<file path="config.mk">
export PLATFORM = sky130hd
export DESIGN_NAME = lfupa_cell
export DESIGN_NICKNAME = d
export VERILOG_FILES = /design/src/sv/lfupa_pkg.sv /design/src/sv/lfupa_cell.sv
export SDC_FILE = /design/constraint.sdc
export NUM_CORES = 1
export LEC_CHECK = 0
export ABC_AREA = 0
export BUFFER_PORTS_ARGS = -buffer_cell sky130_fd_sc_hd__buf_4
export CAP_MARGIN = 15
export CELL_PAD_IN_SITES_DETAIL_PLACEMENT = 1
export CELL_PAD_IN_SITES_GLOBAL_PLACEMENT = 1
export CORE_AREA = 2 2 93 95
export CTS_CLUSTER_SIZE = 40
export DETAILED_ROUTE_END_ITERATION = 10
export DIE_AREA = 0 0 95 97
export PLACE_DENSITY = 0.8
export SKIP_LAST_GASP = 1
export SLEW_MARGIN = 30
export SYNTH_ARGS = -nofsm -noshare
export SYNTH_HDL_FRONTEND = slang
export SYNTH_SLANG_ARGS = --single-unit
</file>
<file path="constraint.sdc">
create_clock -name clk -period 3.4 [get_ports clk]
set_clock_uncertainty 0.15 [all_clocks]
set_input_delay 0.51 -clock clk [delete_from_list [all_inputs] [get_ports clk]]
set_output_delay 0.51 -clock clk [all_outputs]
set_load 0.02 [all_outputs]
</file>
<file path="src/sv/lfupa_pkg.sv">
// Shared types and constants for the lowest-free unit pool allocator.
package lfupa_pkg;

	localparam int ARR_W  = 31;
	localparam int NEED_W = 8;
	localparam int HOLD_W = 16;
	localparam int REL_W  = 32;
	localparam int SUM_W  = 14;
	localparam int CFG_W  = 8;

	localparam logic [CFG_W-1:0] SC_RESET = 8'd128;

	// Kind of walk the token is making down the chain
	typedef enum logic {
		PASS_FREE,
		PASS_GRANT
	} pass_t;

	// Controller states
	typedef enum logic [1:0] {
		ST_IDLE,
		ST_FREE,
		ST_GRANT,
		ST_DONE
	} state_t;

	// Request data broadcast to every cell
	typedef struct packed {
		logic [ARR_W-1:0] arrival;
		logic [REL_W-1:0] end_m1;
		logic             do_set;
		pass_t            kind;
	} bcast_t;

endpackage

</file>
<file path="src/sv/lfupa_cell.sv">
// One pool unit: taken flag and release time, plus one stage of the walking token.
module lfupa_cell #(
	parameter int IDX = 0,
	parameter int CW  = 8
) (
	input  logic                           clk,
	input  logic                           arst_n,
	input  lfupa_pkg::bcast_t              bc,
	input  logic [CW-1:0]                  units,
	input  logic                           tok_i,
	input  logic [CW-1:0]                  acc_i,
	input  logic [lfupa_pkg::SUM_W-1:0]    sum_i,
	output logic                           tok_o,
	output logic [CW-1:0]                  acc_o,
	output logic [lfupa_pkg::SUM_W-1:0]    sum_o
);

	logic                          taken_q;
	logic [lfupa_pkg::REL_W-1:0]   rel_q;
	logic                          tok_q;
	logic [CW-1:0]                 acc_q;
	logic [lfupa_pkg::SUM_W-1:0]   sum_q;

	logic                          in_pool;
	logic                          expired;
	logic                          free_after;
	logic                          take;
	logic [CW-1:0]                 acc_d;
	logic [lfupa_pkg::SUM_W-1:0]   sum_d;

	// per-unit decisions for the word passing through
	always_comb begin
		in_pool    = units > CW'(IDX);
		expired    = {1'b0, bc.arrival} > rel_q;
		free_after = !taken_q || expired;
		take       = 1'b0;
		acc_d      = acc_i;
		sum_d      = sum_i;
		case (bc.kind)
			lfupa_pkg::PASS_FREE: begin
				if (in_pool && free_after)
					acc_d = acc_i + CW'(1);
			end
			lfupa_pkg::PASS_GRANT: begin
				take = in_pool && !taken_q && (acc_i != '0);
				if (take) begin
					acc_d = acc_i - CW'(1);
					sum_d = sum_i + lfupa_pkg::SUM_W'(IDX + 1);
				end
			end
			default: ;
		endcase
	end

	// unit state
	always_ff @(posedge clk or negedge arst_n) begin
		if (!arst_n) begin
			taken_q <= 1'b0;
		end else if (tok_i) begin
			if (bc.kind == lfupa_pkg::PASS_FREE)
				taken_q <= !free_after;
			else if (take && bc.do_set)
				taken_q <= 1'b1;
		end
	end

	always_ff @(posedge clk) begin
		if (tok_i && take && bc.do_set)
			rel_q <= bc.end_m1;
	end

	// hand the token on to the next unit
	always_ff @(posedge clk or negedge arst_n) begin
		if (!arst_n) begin
			tok_q <= 1'b0;
		end else begin
			tok_q <= tok_i;
		end
	end

	always_ff @(posedge clk) begin
		acc_q <= acc_d;
		sum_q <= sum_d;
	end

	assign tok_o = tok_q;
	assign acc_o = acc_q;
	assign sum_o = sum_q;

endmodule

</file>
# Word-level counts from Yosys, hierarchy flattened
# Index checks and enable logic that the tools add are counted.
# Widths: inputs -> output; s select.
dict set report word_totals {
  regBits 56
  in_bits 98
  wordCells 31
}
dict set report op_classes {
  add_sub_neg 3
  n_lt_le_gt_ge 2
  eq_ne 1
  mux 8
  bitwise_logic 1
  n_reduce_logical 11
}
# cell count
set op_table {}
lappend op_table {{$gt 31x32->1} 1}
lappend op_table {{$mux 14} 2}
lappend op_table {{$mux 8} 2}
lappend op_table {{$pmux 8 s2} 1}
lappend op_table {{$add 14x1->14 const B} 1}
lappend op_table {{$add 8x1->8 const B} 1}
lappend op_table {{$gt 8x1->1 const B} 1}
lappend op_table {{$reduce_bool 8->1} 1}
lappend op_table {{$sub 8x1->8 const B} 1}
lappend op_table {{$logic_and 1x1->1} 6}
lappend op_table {{$mux 1} 3}
lappend op_table {{$logic_not 1->1} 2}
lappend op_table {{$ne 2x1->1 const B} 1}
lappend op_table {{$reduce_and 2->1} 1}
lappend op_table {{$logic_or 1x1->1} 1}
lappend op_table {{$not 1->1} 1}

# Depth between registers and ports, before layout
dict set report depth {
  word_depth 7
  depth_mapped 9
  mapped_depth_nobuf 9
}

# Worst setup path before layout
# No wires, ideal clock.
dict set report synth_timing {
  path_type {in2reg}
  from {input port acc_i[0]}
  to {register rel_q[0] (netlist bit) (enable)}
  setup_ps 392
  arrival_time_ps 2185
  required_ps 2858
  slack_ps 673
  stages 6
  cell_sequence {inv_1 -> ha_1 -> a311oi_2 -> nor2b_1 -> buf_2 -> and3_1}
}
dict set report synth_between {
  elab_chain_len 5
}
# item line_no
set synth_lines {}
lappend synth_lines {{from (decl)} lfupa_cell.sv:11} ;# input logic [CW-1:0] acc_i,
lappend synth_lines {{$reduce_bool 8->1} lfupa_cell.sv:45} ;# take = in_pool && !taken_q && (acc_i != '0);
lappend synth_lines {{$logic_and 1x1->1} lfupa_cell.sv:45}
lappend synth_lines {{$mux 1} lfupa_cell.sv:39} ;# case (bc.kind)
lappend synth_lines {{$logic_and 1x1->1 (2 in a row)} lfupa_cell.sv:68} ;# if (tok_i && take && bc.do_set)
lappend synth_lines {{to (signal assigned)} lfupa_cell.sv:69} ;# rel_q <= bc.end_m1;
lappend synth_lines {{to (decl)} lfupa_cell.sv:19} ;# logic [lfupa_pkg::REL_W-1:0] rel_q;
# Every way passes these cells.
# A chain may end at the register's enable or synchronous reset.

# Worst setup path in the final report
dict set report layout_timing {
  from {register rel_q[29] (netlist bit)}
  to {register acc_q[1], in the netlist acc_o[1]}
}
dict set report layout_between {
  elab_chain_len 5
}
# item line_no
set layout_lines {}
lappend layout_lines {{$gt 31x32->1} lfupa_cell.sv:34} ;# expired = {1'b0, bc.arrival} > rel_q;
lappend layout_lines {{$logic_or 1x1->1} lfupa_cell.sv:35} ;# free_after = !taken_q || expired;
lappend layout_lines {{$logic_and 1x1->1} lfupa_cell.sv:41} ;# if (in_pool && free_after)
lappend layout_lines {{$mux 8} lfupa_cell.sv:41}
lappend layout_lines {{$pmux 8 s2} lfupa_cell.sv:39}
lappend layout_lines {{net acc_d[1]} lfupa_cell.sv:28} ;# logic [CW-1:0] acc_d;
lappend layout_lines {{to (signal assigned)} lfupa_cell.sv:82} ;# acc_q <= acc_d;
lappend layout_lines {{to (decl)} lfupa_cell.sv:21} ;# logic [CW-1:0] acc_q;
# The timed path passes the listed nets, and every way through them passes these cells.

==> parameters.txt <==
Parameter                              Value

Logic synthesis
  Main flop type after synthesis ... edfxtp_1
  Async S/R FF share, synth ... 0.03571
  Number of instances in the synthesized netlist ... 263
  Most area-hungry cell type in the Yosys netlist ... edfxtp_1
  Cell area after synthesis ... 2877 um^2
  Top cells by area in the synthesized netlist ... edfxtp_1 33%, dfxtp_1 15%, ha_1 15%
  Post-synth cell types ... 40
  Number of enable flip-flop cells after synthesis ... 32
  Avg Inst Size Synth ... 10.94 um^2
  Part of the Yosys area used for sequential elements ... 0.5046
  Top-count cell post-synth ... inv_1
  Share of the synthesized area in the top cell type ... 0.3341
  Warning count from the yosys run ... 0
  Mapped Nets ... 396
  Number of register bits inferred by synthesis ... 56
  Most frequent cells after synthesis ... 36 x inv_1, 35 x ha_1, 32 x edfxtp_1

GRT
  Antenna violations before repair ... 0
  Vias in the first global route ... 2574
  Global-route met3 utilization ... 0.04751
  Wire length of the first global-routing pass ... 11770 um
  Global-route met2 utilization ... 0.2957
  Layer with the highest usage after global routing ... met2
  Total grt overflow ... 0
  M1 GR Usage ... 0.1816
  Global-route usage over all layers ... 0.1622
  Maximum number of pins on one net before global-route repair ... 33

Drt
  Number of remaining DRC errors ... 0
  Routed WL ... 7128 um
  Routed vias ... 2396
  Vias per inst ... 4.831
  Iteration count of the initial detailed-routing pass ... 4
  Antenna-violating nets left ... 0
  Initial DRC Count ... 70
  WL/cell ... 14.37 um

Placed design
  Final weighted congestion in routability-driven placement ... 0.7412
  HPWL after DPL ... 5952 um
  Count of port buffers added during placement ... 120
  Post-Place Cells ... 487
  Placement-stage cell area ... 3906 um^2

CTS
  Clock network latency to the later pin of the worst-skew pair ... 0.31 ns
  Clk sink count ... 56
  Post-CTS setup buffer count ... 0
  TritonCTS clock tree ... built
  H-tree depth ... 2
  CTS root buf ... clkbuf_8
  Number of buffers on the longest clock path ... 2
  Count of instances resized after the clock tree is built ... 0
  Hold-fix buffers, CTS ... 1
  CTS buffer count ... 5
  CTS clock-pin slew for the worst setup and hold paths ... 0.11 ns

STA
  WHS ... 0.1687 ns
  Number of slew-limit violations in the final report ... 0
  Transition at the pin with the smallest max-transition slack ... 0.5299 ns
  Worst slew slack as a fraction of its limit ... 0.6460
  Fmax ... 0.3551 GHz
  RSZ-0062 raised after global routing ... no
  Final cycle utilization of the critical path ... 0.8283
  Final critical delay including setup and external delays ... 2.816 ns
  Count of final hold-check violations ... 0
  Setup Viol. Count Final ... 0
  Setup TNS ... 0 ns

Hold path
  Origin of the worst min-delay path ... tok_i
  Endpoint, Worst Hold ... tok_o$_DFF_PN0_
  Hold Path Stages ... 1
  Worst hold path class ... in2reg

Final layout
  Proportion of layout cells with a drive suffix above 1 ... 0.3504
  Antenna diodes ... 0
  Final instance area ... 4033 um^2
  Final net count ... 523
  Fin cells ... 496
  Area growth from synthesis to layout ... 40.19%

Critical path
  Highest-delay cell along the critical path ... or4_4
  Path depth of the worst reg2reg path ... 9
  CP cell instances ... inv_1 > ha_1 > nand4b_1 > or4_4 > o41ai_2 > nor2_1 > o21ai_4 > a21oi_1 > a22o_1
  Critical path start-end classification ... reg2reg
  Required time at the worst-slack endpoint ... 3.47 ns
  Reg-to-reg critical path endpoint ... acc_o[1]$_DFF_P_
  Crit Reg-Reg Startpoint ... rel_q[29]$_DFFE_PP_
  Endpoint class of the critical path ... flop
  Largest stage delay, worst path ... 0.60 ns
  Critical path launch point type ... flop
  Arrival time at the worst endpoint ... 2.89 ns
  Flop-to-flop setup slack ... 0.58 ns
  Crit-path max FO ... 8

Power and ir drop
  Leakage power figure ... 1.881 nW
  Logic pwr share ... 0.197
  Power consumption ... 1.524 mW
  Largest voltage drop on the vdd net ... 0.0001703 V
  Portion of total power attributed to the clock network ... 0.299
  Net Sw Power ... 0.3916 mW
  Fraction of power spent switching nets ... 0.2570
  Total power divided by cell area ... 377.9 nW/um^2
  Reg power frac ... 0.503
  Internal power summed over all cells ... 1.132 mW

Die
  Effective utilization at floorplan ... 0.3536
  Die width ... 95 um
  Die area ... 9215 um^2
  Core outline area ... 8134 um^2
  Row Count ... 33
  Die Span Y ... 97 um
  Number of top-level pins ... 121

Run status
  Status ... finished, final reports clean

Flow run
  Total of max-cap violations ... 0
-- cell usage in the layout, fill, tap and decap left out, types with 3 or more instances in the layout --
| cell | Yosys | final |
|---|---|---|
| a21oi_1 | 18 | 18 |
| and3_1 | 3 | 3 |
| buf_4 | 0 | 121 |
| clkbuf_8 | 0 | 5 |
| dfxtp_1 | 22 | 22 |
| edfxtp_1 | 32 | 32 |
| ha_1 | 35 | 35 |
| inv_1 | 36 | 36 |
| nand2_1 | 25 | 25 |
| nand3_1 | 7 | 7 |
| nand4_1 | 8 | 8 |
| nor2_1 | 11 | 11 |
| nor2b_1 | 3 | 3 |
| o21ai_1 | 6 | 6 |
| or3_1 | 4 | 4 |
| or4_1 | 3 | 3 |
| xnor2_1 | 10 | 10 |
| xor2_1 | 10 | 10 |
-- critical path, delay by kind of cell (launching register included) --
family	cells	cell delay, ns
compound gates	4	0.99
fa+ha+maj	1	0.29
buf+inv	1	0.05
flops	1	0.35
simple gates	3	0.88
-- through the flow --
| step | utilization | worst slack, ns |
|---|---|---|
| final | 0.4958 | 0.5839 |
| after global placement | 0.4802 | 0.4728 |
| after floorplan | - | 0.6729 |
| after CTS | 0.4958 | 0.5906 |
| after global routing | 0.4958 | 0.4331 |
| after detailed placement | 0.4802 | 0.3377 |
-- how the worst max path moves through the flow --
stage / from / end / slack, ns / depth (start not counted)
6_report: rel_q[29]$_DFFE_PP_ / acc_o[1]$_DFF_P_ / 0.58 / 9
4_1_cts: rel_q[29]$_DFFE_PP_ / acc_o[1]$_DFF_P_ / 0.59 / 9
5_1_grt: rel_q[29]$_DFFE_PP_ / acc_o[1]$_DFF_P_ / 0.43 / 9
3_3_place_gp: bc[63] / acc_o[1]$_DFF_P_ / 0.47 / 9
2_1_floorplan: acc_i[0] / rel_q[0]$_DFFE_PP_ / 0.67 / 6
3_5_place_dp: bc[63] / acc_o[1]$_DFF_P_ / 0.34 / 9
-- cells by family after synthesis --
kind of cell | count (synthesis) | synth area share
XOR/XNOR | 20 | 0.06089
AND/OR/NAND/NOR | 72 | 0.1283
AO/OA/AOI/OAI | 42 | 0.1035
buffers and inverters | 38 | 0.05046
adder cells (fa/ha/maj) | 35 | 0.1522
flip-flops | 56 | 0.5046
-- state kept, by name (all words and copies together), names as in the netlist --
register and flops:
rel_q 32, sum_o 14, acc_o 8, taken_q 1, tok_o 1
-- power by group through the flow --
| stage | Clock [mW] | Sequential (mW) | Combinational (mW) |
|---|---|---|---|
| floorplan | 0 | 0.811 | 0.107 |
| CTS | 0.474 | 0.768 | 0.306 |
| global route | 0.501 | 0.771 | 0.335 |
| global placement | 0 | 0.782 | 0.293 |
| finish | 0.456 | 0.767 | 0.300 |
| detailed placement | 0 | 0.783 | 0.304 |
-- routing by layer --
metal,vias up,share of wire
met5,-,0
met3,8,0.077
li1,1179,-
met4,0,0.013
met2,70,0.52
met1,1139,0.39
-- layout make-up --
type                       instances  area (um^2)
tap                              105        131.4
clock inverter                     3        47.55
multi-input combinational        169         1280
inverter                          36        135.1
timing repair buffer             122        918.4
clock buffer                       5        68.82
fill                             930         4101
sequential                        56         1451
Note: power is estimated with default switching activity, not from simulation.
